$ cat config.mk
export PLATFORM = sky130hd
export DESIGN_NAME = bitmap_node_pool_allocator_core
export DESIGN_NICKNAME = d
export VERILOG_FILES = /design/src/hdl/bnpa_pkg.sv /design/src/hdl/bnpa_slot_unit.sv /design/src/hdl/bnpa_mask_ram.sv /design/src/hdl/bitmap_node_pool_allocator_core.sv
export SDC_FILE = /design/constraint.sdc
export NUM_CORES = 1
export LEC_CHECK = 0
export BUFFER_PORTS_ARGS = -buffer_cell sky130_fd_sc_hd__buf_2
export CORE_MARGIN = 3
export CORE_UTILIZATION = 43
export DETAILED_ROUTE_END_ITERATION = 10
export SETUP_SLACK_MARGIN = 0.1
export SYNTH_ARGS = -nofsm -noshare
export SYNTH_HDL_FRONTEND = slang
export SYNTH_HIERARCHICAL = 1
export SYNTH_SLANG_ARGS = --single-unit
$ cat constraint.sdc
create_clock -name clk -period 9.9 [get_ports clk]
set_clock_uncertainty 0.05 [all_clocks]
set_input_delay 0.495 -clock clk [delete_from_list [all_inputs] [get_ports clk]]
set_output_delay 0.495 -clock clk [all_outputs]
set_load 0.05 [all_outputs]
$ cat src/hdl/bnpa_pkg.sv
package bnpa_pkg;

    // Fixed sizes of the node header fields and the counters.
    localparam int SLOTS_MAX      = 32;
    localparam int SLOT_W         = 5;
    localparam int ARRAY_W        = 3;
    localparam int CNT_W          = 9;
    localparam int MAX_ARRAYS_DEF = 8;

    localparam logic [CNT_W-1:0] CNT_MAX = '1;

    // Reset values of the configuration registers.
    localparam logic [5:0]  NODES_RST     = 6'd32;
    localparam logic [3:0]  ARRAYS_RST    = 4'd8;
    localparam logic [8:0]  THRESHOLD_RST = 9'd48;

    typedef enum logic [2:0] {
        CFG_NODES_PER_ARRAY = 3'd0,
        CFG_ARRAYS_IN_USE   = 3'd1,
        CFG_FREE_THRESHOLD  = 3'd2,
        CFG_HANDLE_MAGIC    = 3'd3,
        CFG_POOL_ID         = 3'd4,
        CFG_NODE_MAGIC      = 3'd5
    } cfg_idx_t;

    typedef enum logic [2:0] {
        STAT_OK        = 3'd0,
        STAT_BAD_POOL  = 3'd1,
        STAT_EXHAUSTED = 3'd2,
        STAT_BAD_MAGIC = 3'd3,
        STAT_BAD_SLOT  = 3'd4
    } status_t;

    typedef enum logic [1:0] {
        S_IDLE,
        S_CHECK,
        S_SCAN,
        S_RET
    } state_t;

    // What the shared slot unit reports about one occupancy mask.
    typedef struct packed {
        logic                 found;
        logic [SLOT_W-1:0]    free_slot;
        logic                 bit_set;
        logic [SLOTS_MAX-1:0] mask_set;
        logic [SLOTS_MAX-1:0] mask_clr;
        logic                 clr_empty;
    } slot_res_t;

endpackage

$ cat src/hdl/bnpa_slot_unit.sv
module bnpa_slot_unit
    import bnpa_pkg::*;
(
    input  logic [SLOTS_MAX-1:0] mask,
    input  logic [5:0]           n_slots,
    input  logic [SLOT_W-1:0]    slot,
    output slot_res_t            res
);

    logic [SLOTS_MAX-1:0] limit;
    logic [SLOTS_MAX-1:0] avail;
    logic [SLOTS_MAX-1:0] lowest;
    logic [SLOTS_MAX-1:0] one_hot;
    logic [SLOT_W-1:0]    enc;

    // Bits at or above the slot count count as occupied.
    assign limit  = SLOTS_MAX'(({(SLOTS_MAX+1){1'b0}} | (SLOTS_MAX+1)'(1)) << n_slots) - 1'b1;
    assign avail  = ~mask & limit;
    assign lowest = avail & (~avail + 1'b1);
    assign one_hot = SLOTS_MAX'(1) << slot;

    always_comb
    begin
        enc = '0;
        for (int b = 0; b < SLOT_W; b++)
        begin
            for (int k = 0; k < SLOTS_MAX; k++)
            begin
                if (((k >> b) & 1) == 1)
                begin
                    enc[b] = enc[b] | lowest[k];
                end
            end
        end
    end

    always_comb
    begin
        res.found     = |avail;
        res.free_slot = enc;
        res.bit_set   = |(mask & one_hot);
        res.mask_set  = mask | lowest;
        res.mask_clr  = mask & ~one_hot;
        res.clr_empty = ~|(mask & ~one_hot);
    end

endmodule

$ cat src/hdl/bnpa_mask_ram.sv
module bnpa_mask_ram
    import bnpa_pkg::*;
#(
    parameter int DEPTH = MAX_ARRAYS_DEF,
    parameter int AW    = 3
)
(
    input  logic                 clk,
    input  logic                 we,
    input  logic [AW-1:0]        waddr,
    input  logic [SLOTS_MAX-1:0] wdata,
    input  logic [AW-1:0]        raddr,
    output logic [SLOTS_MAX-1:0] rdata
);

    logic [SLOTS_MAX-1:0] mem [DEPTH];
    logic [SLOTS_MAX-1:0] rdata_reg;

    always_ff @(posedge clk)
    begin
        if (we)
        begin
            mem[waddr] <= wdata;
        end
        rdata_reg <= mem[raddr];
    end

    assign rdata = rdata_reg;

endmodule

$ cat src/hdl/bitmap_node_pool_allocator_core.sv
// Sequence: a request turned away in its check state (bad handle, no
// arrays in use, bad header or index) shows done from the CHECK state; a
// checked return passes through CHECK and RET, a get through CHECK and one
// SCAN step per array it examines. Throughput: one item at a time, set by the
// one-array-per-cycle scan; a new start is taken in the cycle done is shown.
// Reset (rst_n low, asynchronous) empties the pool; the receiver cannot stall.
module bitmap_node_pool_allocator_core
    import bnpa_pkg::*;
#(
    parameter int MAX_ARRAYS = MAX_ARRAYS_DEF
)
(
    input  logic                clk,
    input  logic                rst_n,
    input  logic                start,
    output logic                busy,
    input  logic                req_type,
    input  logic [31:0]         get_handle,
    input  logic [ARRAY_W-1:0]  ret_array,
    input  logic [SLOT_W-1:0]   ret_slot,
    input  logic [15:0]         ret_pool,
    input  logic [31:0]         ret_magic,
    input  logic                cfg_valid,
    output logic                cfg_ready,
    input  logic [2:0]          cfg_index,
    input  logic [31:0]         cfg_data,
    output logic                done,
    output logic [2:0]          status,
    output logic [ARRAY_W-1:0]  got_array,
    output logic [SLOT_W-1:0]   got_slot,
    output logic                array_opened,
    output logic                array_released,
    output logic [CNT_W-1:0]    used_count
);

    // Width of an array index; one bit is kept even for a single array.
    localparam int AW = (MAX_ARRAYS > 1) ? $clog2(MAX_ARRAYS) : 1;

    // Configuration registers. They are only written while the block is idle.
    logic [5:0]  nodes_reg;
    logic [3:0]  arrays_reg;
    logic [8:0]  thresh_reg;
    logic [15:0] hmagic_reg;
    logic [15:0] pool_id_reg;
    logic [31:0] nmagic_reg;

    // Captured request.
    logic                req_type_reg;
    logic [31:0]         handle_reg;
    logic [ARRAY_W-1:0]  ret_array_reg;
    logic [SLOT_W-1:0]   ret_slot_reg;
    logic [15:0]         ret_pool_reg;
    logic [31:0]         ret_magic_reg;

    // Sequencer and pool state. The present bits also act as valid bits for
    // the mask RAM: an array that is not present reads as an empty mask, so
    // the RAM itself never needs clearing.
    state_t                 state_reg, state_next;
    logic [AW-1:0]          idx_reg, idx_next;
    logic [MAX_ARRAYS-1:0]  present_reg, present_next;
    logic [CNT_W-1:0]       used_reg, used_next;
    logic [CNT_W-1:0]       alloc_reg, alloc_next;

    // Result registers.
    logic                done_reg, done_next;
    status_t             status_reg, status_next;
    logic [ARRAY_W-1:0]  got_array_reg, got_array_next;
    logic [SLOT_W-1:0]   got_slot_reg, got_slot_next;
    logic                opened_reg, opened_next;
    logic                released_reg, released_next;

    // Effective configuration after clamping.
    logic [5:0]  n_eff;
    logic [AW:0] na_eff;

    always_comb
    begin
        if (nodes_reg == 6'd0)
        begin
            n_eff = 6'd1;
        end
        else if ({26'd0, nodes_reg} > 32'(SLOTS_MAX))
        begin
            n_eff = 6'(SLOTS_MAX);
        end
        else
        begin
            n_eff = nodes_reg;
        end
    end

    always_comb
    begin
        if ({28'd0, arrays_reg} > 32'(MAX_ARRAYS))
        begin
            na_eff = (AW+1)'(MAX_ARRAYS);
        end
        else
        begin
            na_eff = (AW+1)'(arrays_reg);
        end
    end

    // Request checks made in the CHECK state.
    logic          handle_ok;
    logic          ret_range_ok;
    logic [AW-1:0] ra_idx;
    logic          last_array;

    assign handle_ok    = (handle_reg[31:16] == hmagic_reg) && (handle_reg[15:0] == pool_id_reg);
    assign ret_range_ok = (32'(ret_array_reg) < 32'(na_eff)) &&
                          (32'(ret_slot_reg) < 32'(n_eff));
    assign ra_idx       = AW'(ret_array_reg);
    assign last_array   = (32'(idx_reg) + 32'd1) >= 32'(na_eff);

    // Mask RAM: one read per cycle with registered data, one write per item.
    logic                 mem_we;
    logic [AW-1:0]        mem_waddr;
    logic [SLOTS_MAX-1:0] mem_wdata;
    logic [AW-1:0]        mem_raddr;
    logic [SLOTS_MAX-1:0] mem_rdata;

    bnpa_mask_ram #(
        .DEPTH (MAX_ARRAYS),
        .AW    (AW)
    ) u_ram (
        .clk   (clk),
        .we    (mem_we),
        .waddr (mem_waddr),
        .wdata (mem_wdata),
        .raddr (mem_raddr),
        .rdata (mem_rdata)
    );

    // The read is issued in the cycle before its use. In CHECK it fetches the
    // first array (get) or the returned node's array; during the scan it
    // fetches the array after the one being examined.
    always_comb
    begin
        if (state_reg == S_SCAN)
        begin
            mem_raddr = idx_reg + 1'b1;
        end
        else if (req_type_reg)
        begin
            mem_raddr = ra_idx;
        end
        else
        begin
            mem_raddr = '0;
        end
    end

    // The shared slot unit looks at the mask now coming out of the RAM.
    logic [AW-1:0]        cur_idx;
    logic                 cur_present;
    logic [SLOTS_MAX-1:0] cur_mask;
    slot_res_t            su;

    assign cur_idx     = (state_reg == S_SCAN) ? idx_reg : ra_idx;
    assign cur_present = present_reg[cur_idx];
    assign cur_mask    = cur_present ? mem_rdata : '0;

    bnpa_slot_unit u_slot (
        .mask    (cur_mask),
        .n_slots (n_eff),
        .slot    (ret_slot_reg),
        .res     (su)
    );

    // Counter arithmetic. Both counters saturate at the top and at zero.
    logic [CNT_W-1:0] used_inc;
    logic [CNT_W-1:0] used_dec;
    logic [CNT_W:0]   alloc_sum;
    logic [CNT_W-1:0] alloc_add;
    logic [CNT_W-1:0] alloc_sub;
    logic [CNT_W-1:0] free_cnt;
    logic             ret_ok;
    logic             do_release;

    assign used_inc  = (used_reg == CNT_MAX) ? CNT_MAX : used_reg + 1'b1;
    assign used_dec  = (used_reg == '0) ? '0 : used_reg - 1'b1;
    assign alloc_sum = {1'b0, alloc_reg} + (CNT_W+1)'(n_eff);
    assign alloc_add = alloc_sum[CNT_W] ? CNT_MAX : alloc_sum[CNT_W-1:0];
    assign alloc_sub = (alloc_reg > CNT_W'(n_eff)) ? alloc_reg - CNT_W'(n_eff) : '0;
    assign free_cnt  = (alloc_reg > used_dec) ? alloc_reg - used_dec : '0;

    // A return is good when its array is present and the slot is occupied.
    // The array goes back once it is empty and the free slots exceed the
    // threshold.
    assign ret_ok     = cur_present && su.bit_set;
    assign do_release = su.clr_empty && (free_cnt > thresh_reg);

    // Next state.
    always_comb
    begin
        state_next = state_reg;
        case (state_reg)
            S_IDLE:
            begin
                if (start)
                begin
                    state_next = S_CHECK;
                end
            end
            S_CHECK:
            begin
                if (req_type_reg)
                begin
                    if ((ret_pool_reg == pool_id_reg) && (ret_magic_reg == nmagic_reg) &&
                        ret_range_ok)
                    begin
                        state_next = S_RET;
                    end
                    else
                    begin
                        state_next = S_IDLE;
                    end
                end
                else if (handle_ok && (na_eff != '0))
                begin
                    state_next = S_SCAN;
                end
                else
                begin
                    state_next = S_IDLE;
                end
            end
            S_SCAN:
            begin
                if (su.found || last_array)
                begin
                    state_next = S_IDLE;
                end
            end
            S_RET:
            begin
                state_next = S_IDLE;
            end
            default:
            begin
                state_next = S_IDLE;
            end
        endcase
    end

    // Datapath and result updates.
    always_comb
    begin
        idx_next       = idx_reg;
        present_next   = present_reg;
        used_next      = used_reg;
        alloc_next     = alloc_reg;
        done_next      = 1'b0;
        status_next    = status_reg;
        got_array_next = got_array_reg;
        got_slot_next  = got_slot_reg;
        opened_next    = opened_reg;
        released_next  = released_reg;
        mem_we         = 1'b0;
        mem_waddr      = cur_idx;
        mem_wdata      = su.mask_set;

        case (state_reg)
            S_IDLE:
            begin
                idx_next = '0;
            end
            S_CHECK:
            begin
                got_array_next = '0;
                got_slot_next  = '0;
                opened_next    = 1'b0;
                released_next  = 1'b0;
                if (req_type_reg)
                begin
                    if (ret_pool_reg != pool_id_reg)
                    begin
                        done_next   = 1'b1;
                        status_next = STAT_BAD_POOL;
                    end
                    else if (ret_magic_reg != nmagic_reg)
                    begin
                        done_next   = 1'b1;
                        status_next = STAT_BAD_MAGIC;
                    end
                    else if (!ret_range_ok)
                    begin
                        done_next   = 1'b1;
                        status_next = STAT_BAD_SLOT;
                    end
                end
                else if (!handle_ok)
                begin
                    done_next   = 1'b1;
                    status_next = STAT_BAD_POOL;
                end
                else if (na_eff == '0)
                begin
                    done_next   = 1'b1;
                    status_next = STAT_EXHAUSTED;
                end
            end
            S_SCAN:
            begin
                // An absent array always yields slot zero, so opening an array
                // and granting from it happen together.
                if (su.found)
                begin
                    mem_we                = 1'b1;
                    mem_wdata             = su.mask_set;
                    present_next[idx_reg] = 1'b1;
                    used_next             = used_inc;
                    if (!cur_present)
                    begin
                        alloc_next  = alloc_add;
                        opened_next = 1'b1;
                    end
                    done_next      = 1'b1;
                    status_next    = STAT_OK;
                    got_array_next = ARRAY_W'(idx_reg);
                    got_slot_next  = su.free_slot;
                end
                else if (last_array)
                begin
                    done_next   = 1'b1;
                    status_next = STAT_EXHAUSTED;
                end
                else
                begin
                    idx_next = idx_reg + 1'b1;
                end
            end
            S_RET:
            begin
                done_next = 1'b1;
                if (ret_ok)
                begin
                    mem_we      = 1'b1;
                    mem_wdata   = su.mask_clr;
                    used_next   = used_dec;
                    status_next = STAT_OK;
                    if (do_release)
                    begin
                        present_next[ra_idx] = 1'b0;
                        alloc_next           = alloc_sub;
                        released_next        = 1'b1;
                    end
                end
                else
                begin
                    status_next = STAT_BAD_SLOT;
                end
            end
            default:
            begin
                idx_next = '0;
            end
        endcase
    end

    always_ff @(posedge clk or negedge rst_n)
    begin
        if (!rst_n)
        begin
            state_reg   <= S_IDLE;
            idx_reg     <= '0;
            present_reg <= '0;
            used_reg    <= '0;
            alloc_reg   <= '0;
            done_reg    <= 1'b0;
        end
        else
        begin
            state_reg   <= state_next;
            idx_reg     <= idx_next;
            present_reg <= present_next;
            used_reg    <= used_next;
            alloc_reg   <= alloc_next;
            done_reg    <= done_next;
        end
    end

    // Result payload needs no reset; it is qualified by done.
    always_ff @(posedge clk)
    begin
        status_reg    <= status_next;
        got_array_reg <= got_array_next;
        got_slot_reg  <= got_slot_next;
        opened_reg    <= opened_next;
        released_reg  <= released_next;
    end

    // The request is captured when start is taken in the idle state.
    always_ff @(posedge clk)
    begin
        if ((state_reg == S_IDLE) && start)
        begin
            req_type_reg  <= req_type;
            handle_reg    <= get_handle;
            ret_array_reg <= ret_array;
            ret_slot_reg  <= ret_slot;
            ret_pool_reg  <= ret_pool;
            ret_magic_reg <= ret_magic;
        end
    end

    // Configuration writes. An index beyond the register list is ignored.
    always_ff @(posedge clk or negedge rst_n)
    begin
        if (!rst_n)
        begin
            nodes_reg   <= NODES_RST;
            arrays_reg  <= ARRAYS_RST;
            thresh_reg  <= THRESHOLD_RST;
            hmagic_reg  <= '0;
            pool_id_reg <= '0;
            nmagic_reg  <= '0;
        end
        else if (cfg_valid && cfg_ready)
        begin
            case (cfg_idx_t'(cfg_index))
                CFG_NODES_PER_ARRAY: nodes_reg   <= cfg_data[5:0];
                CFG_ARRAYS_IN_USE:   arrays_reg  <= cfg_data[3:0];
                CFG_FREE_THRESHOLD:  thresh_reg  <= cfg_data[8:0];
                CFG_HANDLE_MAGIC:    hmagic_reg  <= cfg_data[15:0];
                CFG_POOL_ID:         pool_id_reg <= cfg_data[15:0];
                CFG_NODE_MAGIC:      nmagic_reg  <= cfg_data;
                default:
                begin
                end
            endcase
        end
    end

    assign busy           = (state_reg != S_IDLE);
    assign cfg_ready      = (state_reg == S_IDLE);
    assign done           = done_reg;
    assign status         = status_reg;
    assign got_array      = got_array_reg;
    assign got_slot       = got_slot_reg;
    assign array_opened   = opened_reg;
    assign array_released = released_reg;
    assign used_count     = used_reg;

endmodule

==> results.toml <==
[detailed_routing]
first_pass_iters = 6
via_per_inst = 5.78
drtAntennaViolNets = 0
drt_iter0_drc = 1324
avgRoutedWirePerCell_um = 22.9
drt-total-wl_mm = 64.7
drc = 0
vias = 16400

[synth]
synth_edf_count = 358
synthesis.area_mm2 = 0.0245
synth_cell_types = 96
async_flop_share_pct = 22.8
synth_seq_cells = 505
syn_nets = 1985
yosysWarnings = 6
synth_ff_type = "edfxtp_1"
postSynthCellCount = 1809
synth_seq_area_share_pct = 58.3
synth_area_per_cell_um2 = 13.5

[clock_network]
root_buffer = "clkbuf_16"
clock_sinks = 505
clk_latency_ps = 620
htree_levels = 2
cts-resized-gates = 0
cts_tree = "built"
path_clk_slew_ps = 60
clock_path_buffers = 3
cts_buffers = 53

[die]
rows = 86
die_y_um = 245
core_mm2 = 0.0557
die_area_mm2 = 0.0598
start_util_pct = 43.9
die_w_um = 245
ios = 153

[layout]
post-route-util_pct = 51.3
fin_nets = 2213
area_growth_pct = 16.8
final_layout_size_suffix_gt1_share_pct = 22.3
num-fill-cells = 4760
regMostFlops = "u_ram/mem"
largest_reg_flops = 256

[timing]
finalCritPeriodShare_pct = 87.9
fin_crit_ps = 8700
worst_pin_slew_ps = 1170
drv_slew = 0
clock.fmax_ghz = 0.115
grt_setup_unrepaired = "no"
hold_viol_final = 0
tns_ps = 0
setup_violations = 0
maxSlewHeadroom_pct = 21.5

[global_route]
use_met1_pct = 30.8
grt_util_met3_pct = 3.82
grt_usage_pct = 21.5
grt_overflow = 0
grt_antenna_before_repair = 7
grt_pass1_vias = 16200
met2_usage_pct = 33.3
busiest_layer = "met2"
grt_pass1_wl_mm = 98.6
grt_start_max_net_pins = 69

[setup_path]
critPathCaptureType = "register"
crit_required_ps = 10140
start_kind = "register"
critPathKind = "reg -> reg"
cp_slowest_cell = "dfstp_2"
reg2reg_slack_ps = 1200
crit_arrival_ps = 8940
crit_chain = "inv_1 > nand2_1 > inv_1 > nor2_2 > nand2_1 > ha_1 > inv_1 > a211o_1 > a31oi_1 > or4_4 > nor4_4 > nand3_2 > nor3_1 > nand2_1 > a21oi_1 > inv_1 > nand2b_1 > nor3_2 > buf_4"
crit_buf_inv = 5
critPathTopFamily = "simple AND/OR/NAND/NOR gates"
cpPeakStageDelay_ps = 990
worstPathMaxFanout = 36
path_common_cell = "inv_1"

[run]
drv_cap = 0

[worst_hold_path]
hold_path.class = "in -> reg"

[place]
gp_congestion = 0.893
port_buffers = 152
dpl.hpwl_mm = 44.7

[power_and_ir_drop]
ir_drop_mv = 0.173
p_leak_nw = 10.6
cellPowerDensity_mw_per_mm2 = 190

[outcome]
status = "finished clean"
[Yosys cell counts (6+ instances only)]
master | count | area share, %
ha_1 | 45 | 2.3
buf_1 | 10 | 0.15
o211ai_1 | 6 | 0.18
a221oi_1 | 7 | 0.25
nor2_1 | 105 | 1.6
dfrtp_1 | 111 | 11
mux2i_1 | 12 | 0.49
a21oi_1 | 53 | 1.1
a211oi_1 | 8 | 0.25
xnor2_1 | 61 | 2.2
a22o_1 | 7 | 0.25
buf_2 | 22 | 0.45
o21bai_1 | 14 | 0.43
a22oi_1 | 7 | 0.21
mux4_1 | 40 | 4.3
edfxtp_1 | 358 | 44
mux4_2 | 24 | 2.2
dfxtp_1 | 32 | 2.6
o31ai_1 | 17 | 0.52
nand4_1 | 27 | 0.69
a21o_1 | 25 | 0.77
nor3_1 | 35 | 0.72
buf_6 | 9 | 0.41
or3_1 | 13 | 0.33
nor2b_1 | 24 | 0.61
o21ai_0 | 63 | 1.3
nand3_1 | 43 | 0.88
xor2_1 | 32 | 1.1
nor4_1 | 21 | 0.54
o22ai_1 | 6 | 0.15
inv_1 | 50 | 0.77
clkbuf_1 | 39 | 0.60
and2_1 | 42 | 1.1
mux2_2 | 142 | 6.5
or2_2 | 14 | 0.36
and3_1 | 9 | 0.23
nand2b_1 | 24 | 0.61
a31oi_1 | 15 | 0.38
a211o_1 | 6 | 0.21
nand2_1 | 90 | 1.4
o21a_1 | 32 | 0.98
[per-layer routing]
| layer | wire, µm | share of wire, % | up-vias |
|---|---|---|---|
| met5 | 27 | 0.042 | - |
| met4 | 2040 | 3.1 | 4 |
| met3 | 4010 | 6.2 | 138 |
| met2 | 29500 | 46 | 591 |
| met1 | 29200 | 45 | 8235 |
| li1 | - | - | 7412 |
[cell families (layout without fill, tap and decap cells)]
kind of cell	after synthesis	count (layout)	synth area share [%]
multiplexers	218	218	13.5
adder cells (fa/ha/maj)	48	48	2.55
AO/OA/AOI/OAI	320	320	9.00
flip-flops	505	505	58.3
XOR/XNOR	93	93	3.33
buffers and inverters	133	405	2.46
other	0	3	0
AND/OR/NAND/NOR	492	492	10.8
[layout by cell type, fill, tap and decap left out, drive strengths merged, types with 15 or more instances in the layout]
cell type and count:
nand4 27, nor2b 24, dfxtp 32, o31ai 17, clkbuf 80, edfxtp 358, mux2 142, buf 166
and2 42, a31oi 15, nand2 92, xor2 32, inv 51, mux4 64, ha 45, nand2b 24
nor4 25, o21ai 65, o21a 32, xnor2 61, nor2 107, a21o 25, dlygate4sd3 89, nand3 44
dfrtp 111, a21oi 55, nor3 36
[power by group]
part	switching (W)	leakage, nW	internal [W]
clock	0.000819	0.847	0.00115
sequential	0.000100	5.03	0.00241
combinational	0.000561	4.73	0.000397
[path summary, 6_finish.rpt]
check                                                from                         end  depth (start not counted)
worst max register to register   nodes_reg[5]$_DFFE_PN1P_  u_ram/mem[0][14]$_DFFE_PP_                         19
max in group asynchronous                           rst_n    alloc_reg[6]$_DFFE_PN0P_                          3
worst min register to register  thresh_reg[4]$_DFFE_PN1P_   thresh_reg[4]$_DFFE_PN1P_                          2
worst min-delay path                         cfg_data[29]  nmagic_reg[29]$_DFFE_PN0P_                          2
min in group asynchronous                           rst_n  nmagic_reg[21]$_DFFE_PN0P_                          2
worst max-delay path             nodes_reg[5]$_DFFE_PN1P_  u_ram/mem[0][14]$_DFFE_PP_                         19
[final cells by class]
cell class	count	area (µm²)	area share, %
inverter	51	193	0.674
antenna	3	7.51	0.0263
tap	748	936	3.27
timing repair buffer	255	1760	6.15
clock inverter	19	267	0.932
clock buffer	80	1490	5.20
sequential	505	14300	49.9
multi-input combinational	1171	9660	33.8
[worst register-to-register path, delay by kind of cell (launching register included)]
kind / cells / cell delay, ps
adder cells (fa/ha/maj): 1 / 540
AO/OA/AOI/OAI: 3 / 1080
buffers and inverters: 5 / 1810
flip-flops: 1 / 990
AND/OR/NAND/NOR: 10 / 3890
[metrics by stage]
step	cell area, µm²	setup WS, ps	cells	power, W	hold WS [ps]
floorplan	24500	3550	1809	0.00320	149
global placement	25900	1620	2641	0.00346	442
detailed placement	25900	1490	2641	0.00347	457
CTS	28600	1430	2829	0.00548	10.3
global route	28600	739	2831	0.00568	26.2
finish	28600	1200	2832	0.00544	54.4
[repair_timing]
item | CTS | global route
hold buffers | 89 | 0
hold endpoints to repair | 135 | 0
setup endpoints to repair | 0 | 0
buffers inserted | 0 | 0
Note: power is estimated with default switching activity, not from simulation.
